### src/rtl/core/timer_deadline_queue_macros.svh
// assertion helpers for the timer queue
`ifndef TIMER_DEADLINE_QUEUE_MACROS_SVH
`define TIMER_DEADLINE_QUEUE_MACROS_SVH
`ifndef SYNTHESIS
`define TDQ_ASSERT(label, clk, rstn, prop) \
    label: assert property (@(posedge clk) disable iff (!rstn) prop) \
        else $error("assertion failed");
`define TDQ_ASSERT_NEXT(label, clk, rstn, cond, expr) \
    label: assert property (@(posedge clk) disable iff (!rstn) cond |=> expr) \
        else $error("assertion failed");
`else
`define TDQ_ASSERT(label, clk, rstn, prop)
`define TDQ_ASSERT_NEXT(label, clk, rstn, cond, expr)
`endif
`endif

### src/rtl/core/tdq_pkg.sv
package tdq_pkg;

    localparam int Depth = 32;
    localparam int CountW = $clog2(Depth + 1);
    localparam int QDepth = 2;

    localparam logic [1:0] CMD_TICK = 2'd0;
    localparam logic [1:0] CMD_ADD = 2'd1;
    localparam logic [1:0] CMD_CANCEL_HANDLE = 2'd2;
    localparam logic [1:0] CMD_CANCEL_KEY = 2'd3;

    localparam logic [2:0] ST_IDLE = 3'd0;
    localparam logic [2:0] ST_FIRED = 3'd1;
    localparam logic [2:0] ST_ADDED = 3'd2;
    localparam logic [2:0] ST_FULL = 3'd3;
    localparam logic [2:0] ST_CANCELLED = 3'd4;
    localparam logic [2:0] ST_NOT_FOUND = 3'd5;

    // classified command handed from front to back
    typedef struct packed {
        logic [1:0]  cmd;
        logic [31:0] now;
        logic [31:0] deadline;
        logic [15:0] payload;
        logic [15:0] key;
        logic [15:0] handle;
    } cmd_t;

    typedef struct packed {
        logic [2:0]  status;
        logic [15:0] out_handle;
        logic [15:0] out_payload;
        logic [5:0]  removed_count;
    } res_t;

    typedef struct packed {
        logic [31:0] deadline;
        logic [15:0] payload;
        logic [15:0] key;
        logic [15:0] handle;
    } entry_t;

endpackage

### src/rtl/core/tdq_front.sv
module tdq_front (
    input  logic           aclk,
    input  logic           aresetn,
    input  logic           in_valid,
    output logic           in_ready,
    input  logic [1:0]     command,
    input  logic [31:0]    now,
    input  logic [23:0]    delay,
    input  logic [15:0]    payload,
    input  logic [15:0]    receiver_key,
    input  logic [15:0]    handle,
    output logic           q_valid,
    input  logic           q_ready,
    output tdq_pkg::cmd_t  q_data
);

    tdq_pkg::cmd_t mem_reg [tdq_pkg::QDepth];
    logic [1:0] wr_reg, wr_next, rd_reg, rd_next;
    logic [32:0] sum;
    tdq_pkg::cmd_t item;
    logic push, pop;

    always_comb begin
        sum = {1'b0, now} + {9'd0, delay};
        item.cmd = command;
        item.now = now;
        item.deadline = sum[32] ? 32'hFFFF_FFFF : sum[31:0];
        item.payload = payload;
        item.key = receiver_key;
        item.handle = handle;
    end

    assign in_ready = (wr_reg - rd_reg) != 2'd2;
    assign q_valid = wr_reg != rd_reg;
    assign q_data = mem_reg[rd_reg[0]];
    assign push = in_valid && in_ready;
    assign pop = q_valid && q_ready;
    assign wr_next = wr_reg + {1'b0, push};
    assign rd_next = rd_reg + {1'b0, pop};

    always_ff @(posedge aclk) begin
        if (!aresetn) begin
            wr_reg <= '0;
            rd_reg <= '0;
        end else begin
            wr_reg <= wr_next;
            rd_reg <= rd_next;
        end
        if (push) mem_reg[wr_reg[0]] <= item;
    end

endmodule

### config.mk
export PLATFORM = sky130hd
export DESIGN_NAME = tdq_front
export DESIGN_NICKNAME = d
export VERILOG_FILES = /design/src/rtl/core/timer_deadline_queue_macros.svh /design/src/rtl/core/tdq_pkg.sv /design/src/rtl/core/tdq_front.sv
export SDC_FILE = /design/constraint.sdc
export NUM_CORES = 1
export LEC_CHECK = 0
export BUFFER_PORTS_ARGS = -buffer_cell sky130_fd_sc_hd__buf_2
export CAP_MARGIN = 0
export CORE_MARGIN = 4
export CORE_UTILIZATION = 54
export DETAILED_ROUTE_END_ITERATION = 8
export GPL_ROUTABILITY_DRIVEN = 0
export PLACE_DENSITY = 0.81
export SETUP_SLACK_MARGIN = 0.1
export SLEW_MARGIN = 20
export SYNTH_ARGS = -nofsm -noshare
export SYNTH_HDL_FRONTEND = slang
export SYNTH_SLANG_ARGS = --single-unit
### constraint.sdc
create_clock -name aclk -period 4.95 [get_ports aclk]
set_clock_uncertainty 0.15 [all_clocks]
set_input_delay 0.2475 -clock aclk [delete_from_list [all_inputs] [get_ports aclk]]
set_output_delay 0.2475 -clock aclk [all_outputs]
set_load 0.005 [all_outputs]
; After elaboration in Yosys (flattened, before gate mapping)
; Memory sizes are Yosys's and may differ from the RTL's. A register that Yosys moved wholly into a read port is not among the register bits.
; Index checks and enable logic that the tools add are counted.
[word_totals]
out_inout_bits = 116
mem_count = 1
regBits = 4
mem_bits_rw = 228
[op_classes]
muxes = 4
n_reduce_logical = 2
addsub = 4
eq_ne = 2
[mem_list]
columns = name, words, width, read_ports, rd_clocked_by_memory_dff, write_ports, line
row1 = mem_reg, 2, 114, 1, 1, 1, tdq_front.sv:17  ; tdq_pkg::cmd_t mem_reg [tdq_pkg::QDepth];
[ops]
columns = op, n
row1 = $add A32 B24 Y33, 1
row2 = $mux W32, 1
row3 = $add A2 B1 Y2, 2
row4 = $mux W1, 3
row5 = $logic_and A1 B1 Y1, 2
row6 = $ne A2 B2 Y1, 1
row7 = $ne A2 B2 Y1 const B, 1
row8 = $sub A2 B2 Y2, 1

; Depth between registers and ports, before layout
; Gate-level depths: netlist of the first run.
[logic_depth]
ltp_word = 5
mapped_depth = 10
mapped_depth_nobuf = 10

; Least setup slack after synthesis of the first run
; No wires, ideal clock.
[synth_path]
kind = flip-flop to flip-flop
start = register wr_reg[1]
end = register wr_reg[1]
period_less_slack_ps = 4147
t_required_ps = 4683
t_arrival_ps = 3880
stages_incl_launch_ff = 7
n_path_buf = 0
slack_ps = 803
setup_ps = 117
cell_sequence = dfxtp_1 > xnor2_1 > nand2b_1 > and2_1 > ha_1 > xor2_1 > and2_1
[synth_via]
elab_chain_len = 4
[synth_lines]
columns = item, line
row1 = "start, declared", tdq_front.sv:18  ; logic [1:0] wr_reg, wr_next, rd_reg, rd_next;
row2 = "start signal, assigned", tdq_front.sv:46  ; wr_reg <= wr_next;
row3 = $sub A2 B2 Y2, tdq_front.sv:33  ; assign in_ready = (wr_reg - rd_reg) != 2'd2;
row4 = $ne A2 B2 Y1, tdq_front.sv:33
row5 = via in_ready, tdq_front.sv:5  ; output logic in_ready,
row6 = $logic_and A1 B1 Y1, tdq_front.sv:36  ; assign push = in_valid && in_ready;
row7 = $add A2 B1 Y2, tdq_front.sv:38  ; assign wr_next = wr_reg + {1'b0, push};
; The timed path passes the listed nets, and every way through them passes these cells.
; A chain may end at the register's enable or synchronous reset.

==> impl_metrics.csv, run 1 <==
group,metric,value,unit
status,outcome,"complete, no violations",
clock_tree,cts_sinks,233,
cells_and_area,stdcell_area,13000,um^2
global_route,grt_max_degree,83,
yosys,synthTopCellsByCount,"edfxtp_1, mux2_2, nand2_1",
sta,slew_headroom,0.314,
clock_tree,postCtsSetupBuffers,0,
sta,tns,0,ps
yosys,synthesis.nets,743,
yosys,synth.top_cells.by_area,"edfxtp_1, mux2_2, ha_1",
power,leakagePower,0.00506,uW
route,detail-route-antenna-nets,0,
yosys,yosys.area.top_type,"edfxtp_1",
yosys,synthFlopType,"edfxtp_1",
global_route,grt_util_all_layers,0.212,
yosys,synth_top_area_frac,0.686,
clock_tree,cts_resized,0,
global_route,grt_antenna_before_repair,0,
route,vias_per_cell,5.38,
critical_path,setup.worst_path.start_class,"input pin",
cells_and_area,final_cells,1172,
placed_design,dpl_cell_area,11400,um^2
cells_and_area,num-fill-cells,1147,
placed_design,io_buffers,225,
route,vias,6300,
power,irDropWorstVdd,0.300,mV
yosys,ys_ff_latch,233,
cells_and_area,antenna_cells,0,
clock_tree,cts_tree,"done",
yosys,syn_area_per_cell,16.5,um^2
sta,slew_violations,0,
clock_tree,hold_buffers,83,
yosys,yosysMostFrequentCell,"edfxtp_1",
placed_design,dp_cells,1044,
sta,clock.fmax,276,MHz
route,wl_per_cell,19.5,um
yosys,async_reset_ff_frac,0,
cells_and_area,layout.nets,1063,
route,drc_errors,0,
route,drt_iter0_markers,365,
floorplan,io_pins,226,
yosys,syn_inst,605,
clock_tree,clk_pin_slew,60,ps
sta,tightest_slew,1030,ps
power,power,6180,uW
cells_and_area,area_delta_synth_final,30.8,%
worst_hold_path,hold_path.class,"in -> reg",
yosys,yosys_warnings,0,
floorplan,die_h,144,um
critical_path,path_max_fanout,14,
global_route,grt-ovfl-total,0,
global_route,grt_pass1_wl,34400,um
cells_and_area,drive_gt1_frac,0.419,
yosys,synth_seq_area_share,0.696,
sta,rsz0062_at_grt,"no",
run,maxCapViolCount,0,
route,dr.pass1.iters,4,
critical_path,path_class,"in -> reg",
critical_path,timing.reg2reg.setup_slack,2170,ps
critical_path,cp_data_required_time,5020,ps
floorplan,die_area,20700,um^2
clock_tree,clkLatencyLatePin,500,ps
critical_path,cp.arrival,3690,ps
clock_tree,max-clock-path-buffers,3,
yosys,synth_edf_count,228,
floorplan,core.rowCount,49,
clock_tree,clock_tree.root_cell,"clkbuf_16",
route,detail_route.wirelength,22900,um
sta,finalSetupViolCount,0,
cells_and_area,largest_reg_flops,228,
power,powerDensity,474,nW/um^2
sta,period_needed,3630,ps
floorplan,core_area,18100,um^2
clock_tree,numCtsBuffers,24,
placed_design,dp_hpwl,13800,um
global_route,grt_pass1_vias,6511,
yosys,synth_cell_types,53,
clock_tree,cts_max_level,1,
floorplan,initial_core_util,0.552,
sta,hold_violations,0,
floorplan,fp.dieW,144,um
yosys,synthesis.area,9970,um^2
critical_path,cp-end-kind,"flop",
sta,period_share,0.732,
final cells by class:
cell class / instances / area (um^2) / area share
Clock buffer: 28 / 637 / 0.0488
Clock inverter: 16 / 164 / 0.0126
Inverter: 7 / 26.3 / 0.00201
Multi-Input combinational cell: 343 / 2930 / 0.225
Sequential cell: 233 / 6950 / 0.533
Tap cell: 229 / 287 / 0.0220
Timing Repair Buffer: 316 / 2050 / 0.157
layer usage:
| layer | global-route usage | vias up | wire [um] |
|---|---|---|---|
| li1 | - | 2999 | - |
| met3 | 0.0576 | 39 | 1970 |
| met5 | 0 | - | 0 |
| met1 | 0.263 | 3008 | 8970 |
| met2 | 0.372 | 254 | 11400 |
| met4 | 0.0510 | 0 | 476 |
critical path, cell delays in order:
cell and delay [ps]:
dlygate4sd3_1 530, buf_2 140, ha_1 230, fa_1 430
a211oi_1 310, o21bai_1 130, a21o_1 240, a221oi_2 220
buf_4 180, nor3_1 80, nor2_2 470, buf_4 300
o311ai_0 180
cell usage in the layout (no fill, tap or decap), types with 3 or more instances in the layout:
cell type | netlist | final
nor2_1 | 11 | 11
ha_1 | 27 | 25
a21o_1 | 8 | 8
xnor2_1 | 13 | 13
nand2_1 | 35 | 35
o21ai_1 | 4 | 4
nor2b_1 | 3 | 3
buf_2 | 3 | 225
nand4_1 | 3 | 3
dlygate4sd3_1 | 0 | 83
mux2_1 | 4 | 4
clkinv_2 | 0 | 6
a21oi_1 | 19 | 19
o21ai_0 | 13 | 13
a31oi_1 | 6 | 6
clkinv_1 | 0 | 3
inv_1 | 7 | 7
o211ai_1 | 4 | 4
clkbuf_16 | 0 | 25
o21a_1 | 3 | 3
o21bai_1 | 7 | 7
edfxtp_1 | 228 | 228
dfxtp_1 | 5 | 4
nand3_1 | 11 | 11
buf_4 | 0 | 6
bufinv_16 | 0 | 3
mux2_2 | 114 | 114
and2_1 | 9 | 9
and3_1 | 9 | 9
xor2_1 | 9 | 9
a211oi_1 | 4 | 4
clkbuf_1 | 13 | 3
cell families (layout without fill, tap and decap cells):
kind of cell / Yosys count / after routing / share of synthesized area
flops: 233 / 233 / 0.696
mux: 119 / 119 / 0.134
simple gates: 91 / 91 / 0.0449
compound gates: 83 / 83 / 0.0572
buf+inv: 29 / 367 / 0.0120
fa+ha+maj: 28 / 28 / 0.0359
xor+xnor: 22 / 22 / 0.0193
path summary, 6_finish.rpt:
kind              from              to  cells after the start
min            q_ready            flop                      4
max reg2reg  wr_reg[1]  mem_reg[0][81]                      5
max             now[0]  mem_reg[0][66]                     13
min reg2reg  rd_reg[1]       rd_reg[1]                      2
where the power goes:
group	internal (uW)	total, uW	switching, uW
clock	1080	1810	732
combinational	861	1700	839
sequential	2550	2670	121
metrics by stage:
stage	setup slack, ps	utilization	hold WS (ps)
detailed placement	1340	0.630	289
CTS	1310	0.720	44.9
global route	1050	0.721	53.3
finish	1320	0.721	55.3
floorplan	803	-	196
global placement	1370	0.630	285
Power figures use the tool's default switching activity.
==> run 2: changes to the inputs <==
- clock period: 4.95 -> 3.6 ns (I/O delays scaled with it)
==> run 2 against run 1 <==
Net effect: total power up 36%; worst hold slack worse by 19 ps; routed wire length down 0.94%; cell area is 0.25% higher; non-clock buffer count up 5; critical path type unchanged.
==> impl_metrics.csv, run 2 (synthesized netlist as in run 1, its figures left out) <==
group,metric,value,unit
status,outcome,"complete, no violations",
global_route,grt_pass1_vias,6577,
cells_and_area,final_cell_mix,"edfxtp_1, buf_2, mux2_2",
cells_and_area,regArea,6950,um^2
placed_design,dpl_cell_area,11400,um^2
sta,slew_violations,0,
placed_design,io_buffers,225,
floorplan,core_area,18100,um^2
clock_tree,cts_tree,"done",
critical_path,path_class,"in -> reg",
sta,period_needed,3280,ps
global_route,grt_max_degree,63,
floorplan,die_h,144,um
critical_path,cp_data_required_time,3680,ps
route,drc_errors,0,
floorplan,io_pins,226,
clock_tree,max-clock-path-buffers,3,
route,dr.pass1.iters,4,
critical_path,cp.arrival,3360,ps
route,drt_iter0_markers,396,
sta,slew_headroom,0.613,
power,irDropWorstVdd,0.524,mV
cells_and_area,fin_util,0.723,
global_route,grt-ovfl-total,0,
clock_tree,numCtsBuffers,25,
cells_and_area,antenna_cells,0,
power,powerDensity,643,nW/um^2
power,leakagePower,0.00508,uW
worst_hold_path,hold_path.class,"in -> reg",
route,detail-route-antenna-nets,0,
cells_and_area,drive_gt1_frac,0.419,
sta,layout_setup_ws,322,ps
route,vias,6363,
sta,rsz0062_at_grt,"no",
sta,period_share,0.911,
cells_and_area,mostFrequentLayoutCell,"edfxtp_1",
floorplan,core.rowCount,49,
clock_tree,cts_max_level,1,
placed_design,dp_hpwl,14300,um
cells_and_area,area_delta_synth_final,31.1,%
cells_and_area,layout.nets,1069,
critical_path,path_max_fanout,7,
sta,clock.fmax,305,MHz
critical_path,setup.worst_path.start_class,"input pin",
placed_design,preCtsSetupSlack,166,ps
critical_path,cp-end-kind,"flop",
route,detail_route.wirelength,22600,um
sta,tns,0,ps
clock_tree,clock_tree.root_cell,"clkbuf_16",
global_route,grt_antenna_before_repair,0,
floorplan,fp.dieW,144,um
sta,finalSetupViolCount,0,
route,wl_per_cell,19.2,um
clock_tree,cts_sinks,233,
clock_tree,clkLatencyLatePin,490,ps
cells_and_area,stdcell_area,13100,um^2
cells_and_area,multiInputGateArea,2940,um^2
clock_tree,clk_pin_slew,60,ps
global_route,grt_pass1_wl,34700,um
global_route,grt_util_all_layers,0.213,
route,vias_per_cell,5.40,
sta,tightest_slew,581,ps
cells_and_area,largest_reg_flops,228,
run,maxCapViolCount,0,
floorplan,die_area,20700,um^2
sta,hold_violations,0,
cells_and_area,num-fill-cells,1110,
floorplan,initial_core_util,0.552,
power,power,8400,uW
-- run 2: metrics by stage --
step,hold WS (ps),std cells
2_1_floorplan,129,605
3_3_place_gp,218,1047
3_5_place_dp,221,1047
4_1_cts,28.3,1176
5_1_grt,25.9,1178
6_report,36.5,1178
-- run 2: power by group --
group	switching (uW)	leakage (uW)	internal (uW)
registers	125	0.00217	3500
clock network	995	0.000383	1400
logic	1190	0.00253	1190
total	2310	0.00508	6090
-- run 2: path summary, 6_finish.rpt --
path / start / end / slack (ps) / depth (start not counted)
worst max-delay path: now[0] / mem_reg[0][78] / 320 / 12
worst min-delay path: delay[0] / mem_reg[0][48] / 40 / 3
worst max register to register: wr_reg[1] / mem_reg[1][110] / 1270 / 5
worst min register to register: rd_reg[1] / rd_reg[1] / 470 / 2
-- run 2: timing repair --
item | CTS | global route
hold buffers | 84 | 0
endpoints found under the setup margin | 0 | 12
setup buffers | 0 | 2
endpoints found under the hold margin | 183 | 0
resized for setup | 0 | 2
-- run 2: area by class of cell --
| type | count | share of cell area |
|---|---|---|
| inverter | 7 | 0.00201 |
| sequential | 233 | 0.531 |
| timing repair buffer | 321 | 0.160 |
| clock inverter | 14 | 0.00727 |
| multi-input combinational | 343 | 0.225 |
| clock buffer | 31 | 0.0519 |
| tap | 229 | 0.0219 |
-- run 2: worst max-delay path: stages --
cell           delay, ps
dlygate4sd3_1        530
buf_2                140
ha_1                 240
fa_1                 430
a211oi_1             330
o21bai_1             120
a21o_1               250
a221oi_4             330
o211ai_1             150
o311a_1              200
nand3_1              130
mux2_1               340
-- run 2: metal layers --
layer	routed length [um]	share of wire	GRT usage
met1	9030	0.40	0.267
met2	11200	0.50	0.372
met3	2110	0.093	0.0642
met4	284	0.013	0.0337
met5	0	0	0
==> run 3: changes to the inputs <==
- CORE_ASPECT_RATIO: not set -> 1.2
==> run 3 against run 2 <==
Net effect: sequential share of layout area is 0.31 points higher; clock power is 7% lower; flip-flop and latch count unchanged; non-clock buffer count up 3; sequential power grew 2%; total power is 2.0% lower; first-iteration DRC count down 11%; cell count down 0.25%; critical path type unchanged.
==> impl_metrics.csv, run 3 (synthesized netlist as in run 1, its figures left out) <==
group,metric,value,unit
status,outcome,"complete, no violations",
floorplan,die_h,157,um
route,vias_per_cell,5.48,
power,power,8240,uW
critical_path,ff2ff_path_depth,5,
sta,rsz0062_at_grt,"no",
placed_design,io_buffers,225,
clock_tree,postCtsSetupBuffers,0,
clock_tree,max-clock-path-buffers,3,
global_route,grt_max_degree,55,
floorplan,core.rowCount,54,
cells_and_area,mostFrequentLayoutCell,"edfxtp_1",
placed_design,dp_hpwl,14700,um
sta,tightest_slew,631,ps
placed_design,preCtsSetupSlack,402,ps
sta,finalSetupViolCount,0,
sta,period_share,0.921,
sta,period_needed,3320,ps
route,detail-route-antenna-nets,0,
route,vias,6439,
sta,slew_headroom,0.580,
cells_and_area,area_delta_synth_final,30.4,%
floorplan,die_area,20700,um^2
critical_path,cp_data_required_time,3690,ps
global_route,grt-ovfl-total,0,
critical_path,path_class,"in -> reg",
clock_tree,clock_tree.root_cell,"clkbuf_16",
route,drc_errors,0,
power,irDropWorstVdd,0.408,mV
critical_path,r2r_end,"mem_reg[0][59]",
critical_path,timing.reg2reg.setup_slack,1350,ps
worst_hold_path,hold_path.class,"in -> reg",
critical_path,worst_path_largest_cell_delay,550,ps
cells_and_area,final_cell_mix,"edfxtp_1, buf_2, mux2_2",
critical_path,cp.arrival,3410,ps
clock_tree,clkLatencyLatePin,500,ps
sta,slew_violations,0,
worst_hold_path,holdPathStages,4,
sta,tns,0,ps
global_route,grt_pass1_wl,36300,um
power,powerDensity,633,nW/um^2
cells_and_area,largest_reg_flops,228,
critical_path,cp_slowest_cell,"dlygate4sd3_1",
floorplan,core_area,18200,um^2
route,detail_route.wirelength,23400,um
floorplan,fp.dieW,132,um
power,leakagePower,0.00506,uW
clock_tree,clk_pin_slew,60,ps
cells_and_area,drive_gt1_frac,0.413,
sta,layout_setup_ws,284,ps
critical_path,worstPathCellList,"dlygate4sd3_1, buf_2, ha_1, fa_1, a211oi_1, o21bai_1, a21o_1, a221oi_2, buf_4, o211ai_1, o311a_1, nand3_1, mux2_1",
route,wl_per_cell,19.9,um
route,dr.pass1.iters,5,
cells_and_area,layout.nets,1071,
critical_path,path_max_fanout,7,
clock_tree,cts_resized,0,
clock_tree,cts_tree,"done",
clock_tree,cts_sinks,233,
worst_hold_path,hold_start,"delay[5]",
clock_tree,cts_max_level,1,
critical_path,r2r_start,"wr_reg[1]",
critical_path,cp-end-kind,"flop",
global_route,grt_pass1_vias,6720,
route,drt_iter0_markers,351,
worst_hold_path,min_to,"mem_reg[1][53]",
cells_and_area,antenna_cells,0,
run,maxCapViolCount,0,
sta,clock.fmax,302,MHz
sta,hold_violations,0,
clock_tree,numCtsBuffers,24,
floorplan,initial_core_util,0.549,
global_route,grt_antenna_before_repair,1,
critical_path,setup.worst_path.start_class,"input pin",
global_route,grt_util_all_layers,0.222,
floorplan,io_pins,226,
==> run 3: routing by layer <==
| layer | vias up | wire [um] | GRT usage |
|---|---|---|---|
| met4 | 2 | 409 | 0.0510 |
| met2 | 266 | 12100 | 0.408 |
| met5 | - | 13 | 0 |
| met3 | 38 | 1940 | 0.0576 |
| met1 | 3112 | 8890 | 0.262 |
| li1 | 3021 | - | - |
==> run 3: through the flow <==
step / util / cells / hold slack (ps) / area [um^2]
global placement: 0.629 / 1045 / 217 / 11400
CTS: 0.715 / 1175 / 29.3 / 13000
detailed placement: 0.629 / 1045 / 221 / 11400
finish: 0.715 / 1175 / 38.7 / 13000
floorplan: - / 605 / 129 / 9980
global route: 0.715 / 1175 / 43.7 / 13000
==> run 3: worst max-delay path by stage <==
stage | from | endpoint | slack (ps) | cells after the start
floorplan | wr_reg[1] | wr_reg[1] | 690 | 6
global placement | now[0] | mem_reg[0][76] | 430 | 12
detailed placement | now[0] | mem_reg[0][76] | 400 | 12
CTS | now[0] | mem_reg[0][76] | 370 | 13
global route | now[0] | mem_reg[1][66] | 120 | 12
finish | now[0] | mem_reg[0][76] | 280 | 13
==> run 3: where the power goes <==
part / switching (uW) / total (uW) / internal, uW
clock network: 963 / 2240 / 1270
logic: 1130 / 2310 / 1180
registers: 187 / 3690 / 3500
==> run 3: final cells by class <==
| class | instances | area, um^2 |
|---|---|---|
| flip-flops and latches | 233 | 6950 |
| fillers | 1177 | 5170 |
| multi-input cells | 343 | 2930 |
| repair buffers | 324 | 2110 |
| clock buffers | 35 | 663 |
| well taps | 224 | 280 |
| clock inverters | 9 | 41.3 |
| inverters | 7 | 26.3 |
==> run 3: repair_timing <==
action,4_1_cts,5_1_grt
hold buffers,86,0
setup endpoints to repair,0,0
hold endpoints to repair,183,0
==> run 3: critical path, delay by kind of cell <==
family,cells,cell delay [ps]
fa+ha+maj,2,670
mux,1,340
compound gates,6,1190
buf+inv,3,870
simple gates,1,130
